**config.mk**
```make
export PLATFORM = sky130hd
export DESIGN_NAME = keyword_score_smoother_detector
export DESIGN_NICKNAME = d
export VERILOG_FILES = /design/src/sv/kssd_pkg.sv /design/src/sv/keyword_score_smoother_detector.sv /design/src/sv/kssd_cell.sv /design/src/sv/kssd_divider.sv
export SDC_FILE = /design/constraint.sdc
export NUM_CORES = 1
export LEC_CHECK = 0
export BUFFER_PORTS_ARGS = -buffer_cell sky130_fd_sc_hd__buf_2
export CAP_MARGIN = 20
export CORE_UTILIZATION = 39
export CTS_CLUSTER_DIAMETER = 100
export DETAILED_ROUTE_END_ITERATION = 10
export SKIP_LAST_GASP = 1
export SYNTH_ARGS = -nofsm -noshare
export SYNTH_HDL_FRONTEND = slang
export SYNTH_SLANG_ARGS = --single-unit
```
**constraint.sdc**
```tcl
create_clock -name clk -period 3.9 [get_ports clk]
set_clock_uncertainty 0.15 [all_clocks]
set_input_delay 0.78 -clock clk [delete_from_list [all_inputs] [get_ports clk]]
set_output_delay 0.78 -clock clk [all_outputs]
set_load 0.02 [all_outputs]
```
**src/sv/kssd_pkg.sv**
```systemverilog
// ----------------------------------------------------------------------------
// kssd_pkg - shared types and constants for the keyword score smoother
// Field widths, register indexes, reset values and the cell control word.
// ----------------------------------------------------------------------------
package kssd_pkg;

    localparam int PROB_W   = 16;
    localparam int THR_W    = 16;
    localparam int HOLD_W   = 10;
    localparam int WLEN_W   = 5;
    localparam int CFG_W    = 16;
    localparam int CFG_IDX_W = 2;

    localparam logic [CFG_IDX_W-1:0] CFG_THRESHOLD  = 2'd0;
    localparam logic [CFG_IDX_W-1:0] CFG_HOLDOFF    = 2'd1;
    localparam logic [CFG_IDX_W-1:0] CFG_WINDOW_LEN = 2'd2;

    localparam logic [THR_W-1:0]  THRESHOLD_RESET = 16'd32768;
    localparam logic [HOLD_W-1:0] HOLDOFF_RESET   = 10'd80;
    localparam logic [WLEN_W-1:0] WLEN_RESET      = 5'd15;

    // control word broadcast to every ring cell
    typedef struct packed {
        logic shift;
        logic clear;
    } cell_ctrl_t;

endpackage

```
**src/sv/keyword_score_smoother_detector.sv**
```systemverilog
// ----------------------------------------------------------------------------
// keyword_score_smoother_detector - windowed average with threshold and holdoff
// Ring of sample cells, rotated once per word to sum the window, then a serial
// divide for the average and a holdoff counter that gates detections.
// ----------------------------------------------------------------------------
// Each word is swept once round the ring into a SUM_W-bit sum, where SUM_W =
//   16 + clog2(WINDOW_MAX + 1), then divided; in_stall stays high until the
//   result is loaded, so a new word is taken only after the previous one is
//   finished, and later while a finished word waits on out_stall.
// Reset: control and config registers take reset values; ring cells clear to zero.
module keyword_score_smoother_detector
#(
    parameter int WINDOW_MAX = 16
)
(
    input  logic                           clk,
    input  logic                           rst_n,
    input  logic                           in_valid,
    output logic                           in_stall,
    input  logic [kssd_pkg::PROB_W-1:0]    keyword_prob,
    output logic                           out_valid,
    input  logic                           out_stall,
    output logic                           detected,
    output logic [kssd_pkg::PROB_W-1:0]    avg_score,
    output logic                           in_holdoff,
    input  logic                           cfg_we,
    input  logic [kssd_pkg::CFG_IDX_W-1:0] cfg_index,
    input  logic [kssd_pkg::CFG_W-1:0]     cfg_data
);

    localparam int IDX_W = (WINDOW_MAX > 1) ? $clog2(WINDOW_MAX) : 1;
    localparam int CNT_W = $clog2(WINDOW_MAX + 1);
    localparam int SUM_W = kssd_pkg::PROB_W + CNT_W;
    localparam logic [IDX_W-1:0] LAST_POS = IDX_W'(WINDOW_MAX - 1);

    typedef enum logic [3:0] {
        ST_IDLE   = 4'b0001,
        ST_SWEEP  = 4'b0010,
        ST_DIVIDE = 4'b0100,
        ST_FINISH = 4'b1000
    } state_t;

    state_t state_reg, state_next;

    logic [kssd_pkg::THR_W-1:0]  thr_reg;
    logic [kssd_pkg::HOLD_W-1:0] holdoff_reg;
    logic [kssd_pkg::WLEN_W-1:0] wlen_reg;

    logic [IDX_W-1:0] pos_reg, pos_next;
    logic [SUM_W-1:0] acc_reg, acc_next;
    logic [kssd_pkg::PROB_W-1:0] sample_reg, sample_next;
    logic [IDX_W-1:0] widx_reg, widx_next;
    logic [IDX_W-1:0] idx_reg, idx_next;
    logic             full_reg, full_next;
    logic [CNT_W-1:0] count_reg, count_next;
    logic [kssd_pkg::HOLD_W-1:0] hold_cnt_reg, hold_cnt_next;

    logic                        out_valid_reg, out_valid_next;
    logic                        detected_reg, detected_next;
    logic [kssd_pkg::PROB_W-1:0] avg_reg, avg_next;
    logic                        hold_reg, hold_next;

    logic [CNT_W-1:0]            eff_len;
    logic [CNT_W-1:0]            inc;
    logic                        wrap;
    logic                        in_accept;
    logic                        out_free;
    logic                        finish_load;
    logic                        hit;
    logic [kssd_pkg::PROB_W-1:0] head_val;
    logic [kssd_pkg::PROB_W-1:0] avg_val;
    logic                        div_start;
    logic                        div_done;
    logic [SUM_W-1:0]            div_quo;

    kssd_pkg::cell_ctrl_t        cell_ctrl;
    logic [kssd_pkg::PROB_W-1:0] cell_data [WINDOW_MAX];

    // configuration
    always_ff @(posedge clk or negedge rst_n)
    begin
        if (!rst_n)
        begin
            thr_reg     <= kssd_pkg::THRESHOLD_RESET;
            holdoff_reg <= kssd_pkg::HOLDOFF_RESET;
            wlen_reg    <= kssd_pkg::WLEN_RESET;
        end
        else if (cfg_we)
        begin
            case (cfg_index)
                kssd_pkg::CFG_THRESHOLD:  thr_reg     <= cfg_data[kssd_pkg::THR_W-1:0];
                kssd_pkg::CFG_HOLDOFF:    holdoff_reg <= cfg_data[kssd_pkg::HOLD_W-1:0];
                kssd_pkg::CFG_WINDOW_LEN: wlen_reg    <= cfg_data[kssd_pkg::WLEN_W-1:0];
                default: ;
            endcase
        end
    end

    // zero length acts as one, long windows saturate
    always_comb
    begin
        if (wlen_reg == '0)
        begin
            eff_len = CNT_W'(1);
        end
        else if (32'(wlen_reg) > WINDOW_MAX)
        begin
            eff_len = CNT_W'(WINDOW_MAX);
        end
        else
        begin
            eff_len = CNT_W'(wlen_reg);
        end
    end

    assign inc       = CNT_W'(idx_reg) + CNT_W'(1);
    assign wrap      = inc >= eff_len;
    assign in_accept = in_valid && (state_reg == ST_IDLE);
    assign out_free  = !out_valid_reg || !out_stall;
    assign finish_load = (state_reg == ST_FINISH) && out_free;
    assign avg_val   = div_quo[kssd_pkg::PROB_W-1:0];
    assign hit       = (hold_cnt_reg == '0) && (avg_val > thr_reg);

    // cell 0 shows ring entry pos_reg; the new sample replaces it in passing
    assign head_val  = (pos_reg == widx_reg) ? sample_reg : cell_data[0];
    assign div_start = (state_reg == ST_SWEEP) && (pos_reg == LAST_POS);

    always_comb
    begin
        state_next     = state_reg;
        pos_next       = pos_reg;
        acc_next       = acc_reg;
        sample_next    = sample_reg;
        widx_next      = widx_reg;
        idx_next       = idx_reg;
        full_next      = full_reg;
        count_next     = count_reg;
        hold_cnt_next  = hold_cnt_reg;
        out_valid_next = out_valid_reg;
        detected_next  = detected_reg;
        avg_next       = avg_reg;
        hold_next      = hold_reg;
        cell_ctrl.shift = 1'b0;
        cell_ctrl.clear = 1'b0;

        if (out_valid_reg && !out_stall)
        begin
            out_valid_next = 1'b0;
        end

        case (state_reg)
            ST_IDLE:
            begin
                if (in_accept)
                begin
                    sample_next = keyword_prob;
                    widx_next   = idx_reg;
                    idx_next    = wrap ? '0 : IDX_W'(inc);
                    full_next   = full_reg || wrap;
                    count_next  = (full_reg || wrap) ? eff_len : inc;
                    pos_next    = '0;
                    acc_next    = '0;
                    state_next  = ST_SWEEP;
                end
            end
            ST_SWEEP:
            begin
                cell_ctrl.shift = 1'b1;
                if (CNT_W'(pos_reg) < count_reg)
                begin
                    acc_next = acc_reg + SUM_W'(head_val);
                end
                pos_next = pos_reg + IDX_W'(1);
                if (pos_reg == LAST_POS)
                begin
                    state_next = ST_DIVIDE;
                end
            end
            ST_DIVIDE:
            begin
                if (div_done)
                begin
                    state_next = ST_FINISH;
                end
            end
            ST_FINISH:
            begin
                if (out_free)
                begin
                    out_valid_next = 1'b1;
                    avg_next       = avg_val;
                    detected_next  = hit;
                    hold_next      = hold_cnt_reg != '0;
                    if (hold_cnt_reg != '0)
                    begin
                        hold_cnt_next = hold_cnt_reg - kssd_pkg::HOLD_W'(1);
                    end
                    else if (hit)
                    begin
                        hold_cnt_next   = holdoff_reg;
                        cell_ctrl.clear = 1'b1;
                        idx_next        = '0;
                        full_next       = 1'b0;
                    end
                    state_next = ST_IDLE;
                end
            end
            default:
            begin
                state_next = ST_IDLE;
            end
        endcase
    end

    always_ff @(posedge clk or negedge rst_n)
    begin
        if (!rst_n)
        begin
            state_reg     <= ST_IDLE;
            idx_reg       <= '0;
            full_reg      <= 1'b0;
            hold_cnt_reg  <= '0;
            out_valid_reg <= 1'b0;
            pos_reg       <= '0;
        end
        else
        begin
            state_reg     <= state_next;
            idx_reg       <= idx_next;
            full_reg      <= full_next;
            hold_cnt_reg  <= hold_cnt_next;
            out_valid_reg <= out_valid_next;
            pos_reg       <= pos_next;
        end
    end

    always_ff @(posedge clk)
    begin
        acc_reg      <= acc_next;
        sample_reg   <= sample_next;
        widx_reg     <= widx_next;
        count_reg    <= count_next;
        detected_reg <= detected_next;
        avg_reg      <= avg_next;
        hold_reg     <= hold_next;
    end

    // ring: each cell takes its upper neighbor, the top cell takes the head word
    for (genvar g = 0; g < WINDOW_MAX; g++)
    begin : g_cell
        logic [kssd_pkg::PROB_W-1:0] cell_in;
        if (g == WINDOW_MAX - 1)
        begin : g_top
            assign cell_in = head_val;
        end
        else
        begin : g_mid
            assign cell_in = cell_data[g+1];
        end
        kssd_cell u_cell
        (
            .clk   (clk),
            .rst_n (rst_n),
            .ctrl  (cell_ctrl),
            .din   (cell_in),
            .dout  (cell_data[g])
        );
    end

    kssd_divider
    #(
        .DIVIDEND_W (SUM_W),
        .DIVISOR_W  (CNT_W)
    )
    u_div
    (
        .clk      (clk),
        .rst_n    (rst_n),
        .start    (div_start),
        .dividend (acc_next),
        .divisor  (count_reg),
        .done     (div_done),
        .quotient (div_quo)
    );

    assign in_stall   = state_reg != ST_IDLE;
    assign out_valid  = out_valid_reg;
    assign detected   = detected_reg;
    assign avg_score  = avg_reg;
    assign in_holdoff = hold_reg;

    a_done_in_divide: assert property (@(posedge clk) disable iff (!rst_n)
        div_done |-> state_reg == ST_DIVIDE)
        else $error("divider finished outside the divide phase");

    a_count_nonzero: assert property (@(posedge clk) disable iff (!rst_n)
        state_reg == ST_SWEEP |-> count_reg != '0)
        else $error("averaging over an empty window");

    a_finish_loads: assert property (@(posedge clk) disable iff (!rst_n)
        finish_load |=> out_valid_reg && state_reg == ST_IDLE)
        else $error("finished word not posted to output");

    a_hit_holdoff: assert property (@(posedge clk) disable iff (!rst_n)
        finish_load && hit |=> hold_cnt_reg == $past(holdoff_reg) && !full_reg
            && idx_reg == '0)
        else $error("detection did not load holdoff and reset the ring");

    a_no_hit_in_holdoff: assert property (@(posedge clk) disable iff (!rst_n)
        out_valid_reg |-> !(detected_reg && hold_reg))
        else $error("detection flagged during holdoff");

endmodule

```
**src/sv/kssd_cell.sv**
```systemverilog
// ----------------------------------------------------------------------------
// kssd_cell - one ring entry
// Holds one sample; rotates toward its neighbor on shift, zeroes on clear.
// ----------------------------------------------------------------------------
module kssd_cell
(
    input  logic                      clk,
    input  logic                      rst_n,
    input  kssd_pkg::cell_ctrl_t      ctrl,
    input  logic [kssd_pkg::PROB_W-1:0] din,
    output logic [kssd_pkg::PROB_W-1:0] dout
);

    logic [kssd_pkg::PROB_W-1:0] sample_reg;
    logic [kssd_pkg::PROB_W-1:0] sample_next;

    always_comb
    begin
        sample_next = sample_reg;
        if (ctrl.clear)
        begin
            sample_next = '0;
        end
        else if (ctrl.shift)
        begin
            sample_next = din;
        end
    end

    always_ff @(posedge clk or negedge rst_n)
    begin
        if (!rst_n)
        begin
            sample_reg <= '0;
        end
        else
        begin
            sample_reg <= sample_next;
        end
    end

    assign dout = sample_reg;

endmodule

```
**src/sv/kssd_divider.sv**
```systemverilog
// ----------------------------------------------------------------------------
// kssd_divider - restoring serial divider
// One quotient bit per cycle; done pulses the cycle after the last bit.
// ----------------------------------------------------------------------------
module kssd_divider
#(
    parameter int DIVIDEND_W = 21,
    parameter int DIVISOR_W  = 5
)
(
    input  logic                  clk,
    input  logic                  rst_n,
    input  logic                  start,
    input  logic [DIVIDEND_W-1:0] dividend,
    input  logic [DIVISOR_W-1:0]  divisor,
    output logic                  done,
    output logic [DIVIDEND_W-1:0] quotient
);

    localparam int ITER_W = $clog2(DIVIDEND_W + 1);

    logic                  busy_reg, busy_next;
    logic                  done_reg, done_next;
    logic [ITER_W-1:0]     iter_reg, iter_next;
    logic [DIVIDEND_W-1:0] dq_reg, dq_next;
    logic [DIVISOR_W-1:0]  rem_reg, rem_next;
    logic [DIVISOR_W-1:0]  div_reg, div_next;
    logic [DIVISOR_W:0]    shifted;
    logic [DIVISOR_W:0]    diff;
    logic                  ge;

    assign shifted = {rem_reg, dq_reg[DIVIDEND_W-1]};
    assign diff    = shifted - {1'b0, div_reg};
    assign ge      = shifted >= {1'b0, div_reg};

    always_comb
    begin
        busy_next = busy_reg;
        done_next = 1'b0;
        iter_next = iter_reg;
        dq_next   = dq_reg;
        rem_next  = rem_reg;
        div_next  = div_reg;
        if (start)
        begin
            busy_next = 1'b1;
            iter_next = ITER_W'(DIVIDEND_W);
            dq_next   = dividend;
            rem_next  = '0;
            div_next  = divisor;
        end
        else if (busy_reg)
        begin
            // remainder stays below the divisor, so the low bits suffice
            rem_next  = ge ? diff[DIVISOR_W-1:0] : shifted[DIVISOR_W-1:0];
            dq_next   = {dq_reg[DIVIDEND_W-2:0], ge};
            iter_next = iter_reg - ITER_W'(1);
            if (iter_reg == ITER_W'(1))
            begin
                busy_next = 1'b0;
                done_next = 1'b1;
            end
        end
    end

    always_ff @(posedge clk or negedge rst_n)
    begin
        if (!rst_n)
        begin
            busy_reg <= 1'b0;
            done_reg <= 1'b0;
            iter_reg <= '0;
        end
        else
        begin
            busy_reg <= busy_next;
            done_reg <= done_next;
            iter_reg <= iter_next;
        end
    end

    always_ff @(posedge clk)
    begin
        dq_reg  <= dq_next;
        rem_reg <= rem_next;
        div_reg <= div_next;
    end

    assign done     = done_reg;
    assign quotient = dq_reg;

endmodule

```
# After elaboration in Yosys (flattened, before gate mapping)
# Index checks and enable logic that the tools add are counted.
op_classes:
  n_addsub: 6
  magnitude_cmp: 5
  n_eq_ne: 16
  n_mux: 78
  reduce_logical: 26
ops:
  columns: ["operator", "count"]
  rows:
  - ["16-bit two-way mux", 33]
  - ["21-bit two-way mux", 4]
  - ["21-bit one-hot mux with 2 select lines", 1]
  - ["4-bit two-way mux", 10]
  - ["5-bit two-way mux", 6]
  - ["21-bit by 16-bit adder with 21-bit output", 1]
  - ["10-bit two-way mux", 2]
  - ["1-bit two-way mux", 18]
  - ["16-bit > comparator", 1]
  - ["4-bit one-hot mux with 2 select lines", 2]
  - ["4-bit one-hot mux with 4 select lines", 1]
  - ["2-bit AND reduction", 6]
  - ["10-bit zero test", 1]
  - ["10-bit nonzero test", 1]
  - ["2-bit nonzero test", 5]
  - ["10-bit by 1-bit subtractor with 10-bit output, second input constant", 1]
  - ["4-bit == test, second input constant", 2]
  - ["2-bit inequality test, second input constant", 4]
  - ["6-bit by 5-bit greater-or-equal comparator with 1-bit output", 1]
  - ["4-bit by 1-bit adder with 5-bit output, second input constant", 1]
  - ["5-bit by 1-bit == test with 1-bit output, second input constant", 1]
  - ["5-bit greater-or-equal comparator", 1]
  - ["5-bit > comparator, second input constant", 1]
  - ["5-bit zero test", 1]
  - ["20 further kinds", 26]
word_totals:
  regBits: 413
  output_inout_bits: 20
  word_cells: 169

# Longest topological paths before layout
depth:
  ltp_word: 7
  mapped_depth: 12
  depth_no_buf: 12

# Modules after synthesis
# From an unflattened synthesis, not the netlist that was laid out.
unflattened:
  hier_cells: 1569
  area_unflattened_um2: 18749.2
modules_own_cells:
  columns: ["module", "instances", "cells_per_inst", "area_each_um2", "seq_area_each_um2"]
  rows:
  - ["kssd_cell", 16, 52, 660.6, 400.4]
  - ["keyword_score_smoother_detector", 1, 597, 6316.1, 3098.0]
  - ["kssd_divider", 1, 140, 1863.0, 1056.0]

# Worst setup path after synthesis
# Ideal clock, no wire load.
synth_path:
  kind: "register to register"
  start: "register pos_reg[3]"
  end: "register u_div.dq_reg[14] (netlist: u_div.quotient[14]) (data pin)"
  t_arrival_ns: 3.222
  required_time_ns: 3.490
  setup_slack_ns: 0.268
  path_stages_with_launch: 13
  n_path_buf: 1
  synth_period_minus_slack_ns: 3.632
  cell_sequence: "dfrtp_1 > xnor2_1 > nand4_1 > buf_2 > mux2_2 > fa_1 > nand3_1 > nand2_1 > a21oi_2 > a2111oi_4 > or3_1 > a32o_2 > mux2_4"
synth_between:
  elab_chain_cells: 6
synth_lines:
  columns: ["item", "line", "rtl"]
  rows:
  - ["start: declaration", "keyword_score_smoother_detector.sv:49", "logic [IDX_W-1:0] pos_reg, pos_next;"]
  - ["start signal: assignment", "keyword_score_smoother_detector.sv:233", "pos_reg <= pos_next;"]
  - ["4-bit == test", "keyword_score_smoother_detector.sv:125", "assign head_val = (pos_reg == widx_reg) ? sample_reg : cell_data[0];"]
  - ["16-bit two-way mux", "keyword_score_smoother_detector.sv:125", null]
  - ["21-bit by 16-bit adder with 21-bit output", "keyword_score_smoother_detector.sv:171", "acc_next = acc_reg + SUM_W'(head_val);"]
  - ["21-bit two-way mux (*)", "keyword_score_smoother_detector.sv:169", "if (CNT_W'(pos_reg) < count_reg)"]
  - ["21-bit one-hot mux with 2 select lines (*)", "keyword_score_smoother_detector.sv:151", "case (state_reg)"]
  - ["via acc_next[14]", "keyword_score_smoother_detector.sv:50", "logic [SUM_W-1:0] acc_reg, acc_next;"]
  - ["21-bit two-way mux (*)", "kssd_divider.sv:44", "if (start)"]
  - ["via u_div.dq_next[14]", "kssd_divider.sv:25", "logic [DIVIDEND_W-1:0] dq_reg, dq_next;"]
  - ["end signal: assignment", "kssd_divider.sv:84", "dq_reg <= dq_next;"]
  - ["end: declaration", "kssd_divider.sv:25", null]
# Mark *: on every way through the listed nets, which the timed path passes. The rest lies on a longest branch.
# A chain may end at the register's enable or synchronous reset.

# Final worst setup path
layout_path:
  start: "register pos_reg[0]"
  end: "register u_div.dq_reg[20] (netlist: u_div.quotient[20]) (data pin)"
layout_between:
  elab_chain_cells: 6
layout_lines:
  columns: ["item", "line"]
  rows:
  - ["4-bit == test", "keyword_score_smoother_detector.sv:125"]
  - ["16-bit two-way mux", "keyword_score_smoother_detector.sv:125"]
  - ["21-bit by 16-bit adder with 21-bit output", "keyword_score_smoother_detector.sv:171"]
  - ["21-bit two-way mux", "keyword_score_smoother_detector.sv:169"]
  - ["21-bit one-hot mux with 2 select lines", "keyword_score_smoother_detector.sv:151"]
  - ["21-bit two-way mux (*)", "kssd_divider.sv:44"]
  - ["via u_div.dq_next[20]", "kssd_divider.sv:25"]
# Marked as above.

==> results_dict.tcl <==
set metrics [dict create \
    outcome "finished, final reports clean" \
    rsz0062_at_grt "false" \
    post_cts_buffers 0 \
    post-route-period-util_pct 94.81 \
    slew_violations 0 \
    end_kind "flip-flop" \
    path_delay_family "simple AND/OR/NAND/NOR gates" \
    track_usage_pct 16.66 \
    root_buffer "clkbuf_16" \
    area_growth_pct 12.03 \
    synth_edf_count 69 \
    setup_viol 0 \
    synth_cell_types 72 \
    critPathSlowestCell "dfrtp_1" \
    path_cells "xnor2_1 -> nand4_1 -> buf_4 -> mux2_2 -> ha_1 -> nand2_1 -> nor3_2 -> a21oi_2 -> buf_4 -> o41ai_1 -> buf_4 -> and4bb_1 -> and3_1 -> nor3_2" \
    holdCritPathClass "in -> async" \
    drv_cap 0 \
    grt_pass1_wl_mm 64.69 \
    layout.nets 1975 \
    leakage_nw 8.929 \
    io-pin-count 59 \
    wl_per_cell_um 15.28 \
    pwr_density_cell_nw_per_um2 694.7 \
    cts_buffers 44 \
    synth_common_cells "nand2_1 (602), dfrtp_1 (310), a21oi_1 (290)" \
    dieArea_um2 47420 \
    portBuffers 58 \
    antenna_found_initial 0 \
    postLayoutCoreUtil_pct 44.53 \
    yosysTopAreaCell "dfrtp_1" \
    synthesis.nets 1953 \
    worst_slack_ns 0.2024 \
    grt_max_degree 236 \
    crit_type "reg -> reg" \
    grt-ovfl-total 0 \
    hold_violations 0 \
    syn_area_um2 18150 \
    drc 0 \
    crit_path_max_fanout 11 \
    antenna_cells 0 \
    drt-total-wl_mm 38.40 \
    cpPeakStageDelay_ns 0.44 \
    cts_tree "done" \
    start_kind "flip-flop" \
    ant_nets 0 \
    core-area_um2 45670 \
    synth_ff_type "dfrtp_1" \
    worstPathArrival_ns 3.87 \
    clkLatencyLatePin_ns 0.57 \
    cts_max_level 2 \
    rows 78 \
    first_global_vias 12510 \
    yosysMostFrequentCell "nand2_1" \
    vias 12790 \
    ir_drop_mv 0.5485 \
    synthesis.instances 1860 \
    synth-seq-area-share_pct 58.17 \
    avgViaCountPerCell 5.089 \
    drive_gt1_share_pct 11.55 \
    die_h_um 217.8 \
    multi_input_comb_area_um2 6920 \
    async_flop_share_pct 77.00 \
    ys_ff_latch 413 \
    dp_slack_ns 0.1687 \
    fp.dieW_um 217.8 \
    cp_common_cell "buf_4" \
    drt_iter0_drc 1278 \
    path_clk_slew_ns 0.07 \
    relSlewSlack_pct 27.96 \
    fmax_mhz 270.4 \
    post_cts_resized 0 \
    cts_buffer_depth 3 \
    synth_area_leaders "dfrtp_1 (43%), nand2_1 (12%), edfxtp_1 (11%), a21oi_1 (8.0%), ha_1 (3.6%)" \
    hpwlAfterDp_mm 24.17 \
    worstPathRequired_ns 4.07 \
    seq_area_um2 10560 \
    yosys_warnings 0 \
    clkSinkCount 413 \
    worst_pin_slew_ns 1.081 \
    drtPass1Iterations 5 \
    final.fill_count 4340 \
    cp_num_buf_inv 3 \
    initial_core_util_pct 39.75 \
    yosys.area.top_type_share_pct 42.73 \
    largest_reg_flops 256 \
    gp_congestion 0.9160 \
    fin_crit_ns 3.698 \
    syn_avg_cell_area_um2 9.760 \
    fin_tns_setup_ns 0 \
    postCtsHoldBufs 0 \
]
## kinds of logic (layout without fill, tap and decap cells)
| group | Yosys count | after routing | synth area share (%) |
|---|---|---|---|
| flops | 413 | 413 | 58.17 |
| xor+xnor | 27 | 27 | 1.303 |
| fa+ha+maj | 54 | 54 | 3.805 |
| buf+inv | 156 | 210 | 3.839 |
| mux | 51 | 51 | 3.143 |
| simple gates | 728 | 728 | 16.37 |
| compound gates | 431 | 431 | 13.37 |
## power by group
part | internal, W | switching (W)
Sequential | 0.00569 | 0.000700
Clock | 0.00224 | 0.00170
Combinational | 0.00149 | 0.00230
Total | 0.00942 | 0.00471
## cells in the final DEF (no fill, tap or decap), drive strengths merged, types with 11 or more instances in the layout
cell type	n
nand2	603
dfrtp	310
a21oi	293
buf	82
edfxtp	69
clkbuf	62
o21ai	59
inv	53
ha	52
mux2	45
nor2	40
dfxtp	26
nor3	16
xnor2	15
nand3	15
xor2	12
clkinv	12
a22o	11
## metrics by stage
step           std cells  instance area (um2)  hold WS (ns)  total power [W]
4_1_cts             2514                20340       0.01305          0.01430
6_report            2514                20340       0.01474          0.01413
3_5_place_dp        2436                18990        0.2930          0.01029
5_1_grt             2514                20340       0.03112          0.01517
2_1_floorplan       1860                18150        0.2764         0.009272
3_3_place_gp        2436                18990        0.2905          0.01015
## cell type report
class / count / share of cell area (%)
repair buffers: 82 / 2.793
clock inverters: 16 / 0.6891
inverters: 50 / 0.9228
well taps: 600 / 3.691
clock buffers: 62 / 5.949
flip-flops and latches: 413 / 51.93
multi-input cells: 1291 / 34.03
## metal layers
layer	part of all wire, %	up-vias	global-route usage [%]
met1	47	6230	23.41
met5	0	-	0
met4	2.0	0	4.592
li1	-	6314	-
met2	47	199	26.48
met3	3.8	51	2.901
## worst paths after layout
kind	slack, ns	startpoint	end	cells after the start
worst min-delay path	0.01	rst_n	thr_reg[6]	1
worst max register to register	0.20	pos_reg[0]	u_div.quotient[20]	14
worst min register to register	0.29	count_reg[1]	u_div.div_reg[1]	0
worst max-delay path	0.20	pos_reg[0]	u_div.quotient[20]	14
min in group clk	0.23	keyword_prob[5]	sample_reg[5]	1
max in group asynchronous	2.61	rst_n	g_cell[5].u_cell.dout[15]	2
Note: power is estimated with default switching activity, not from simulation.
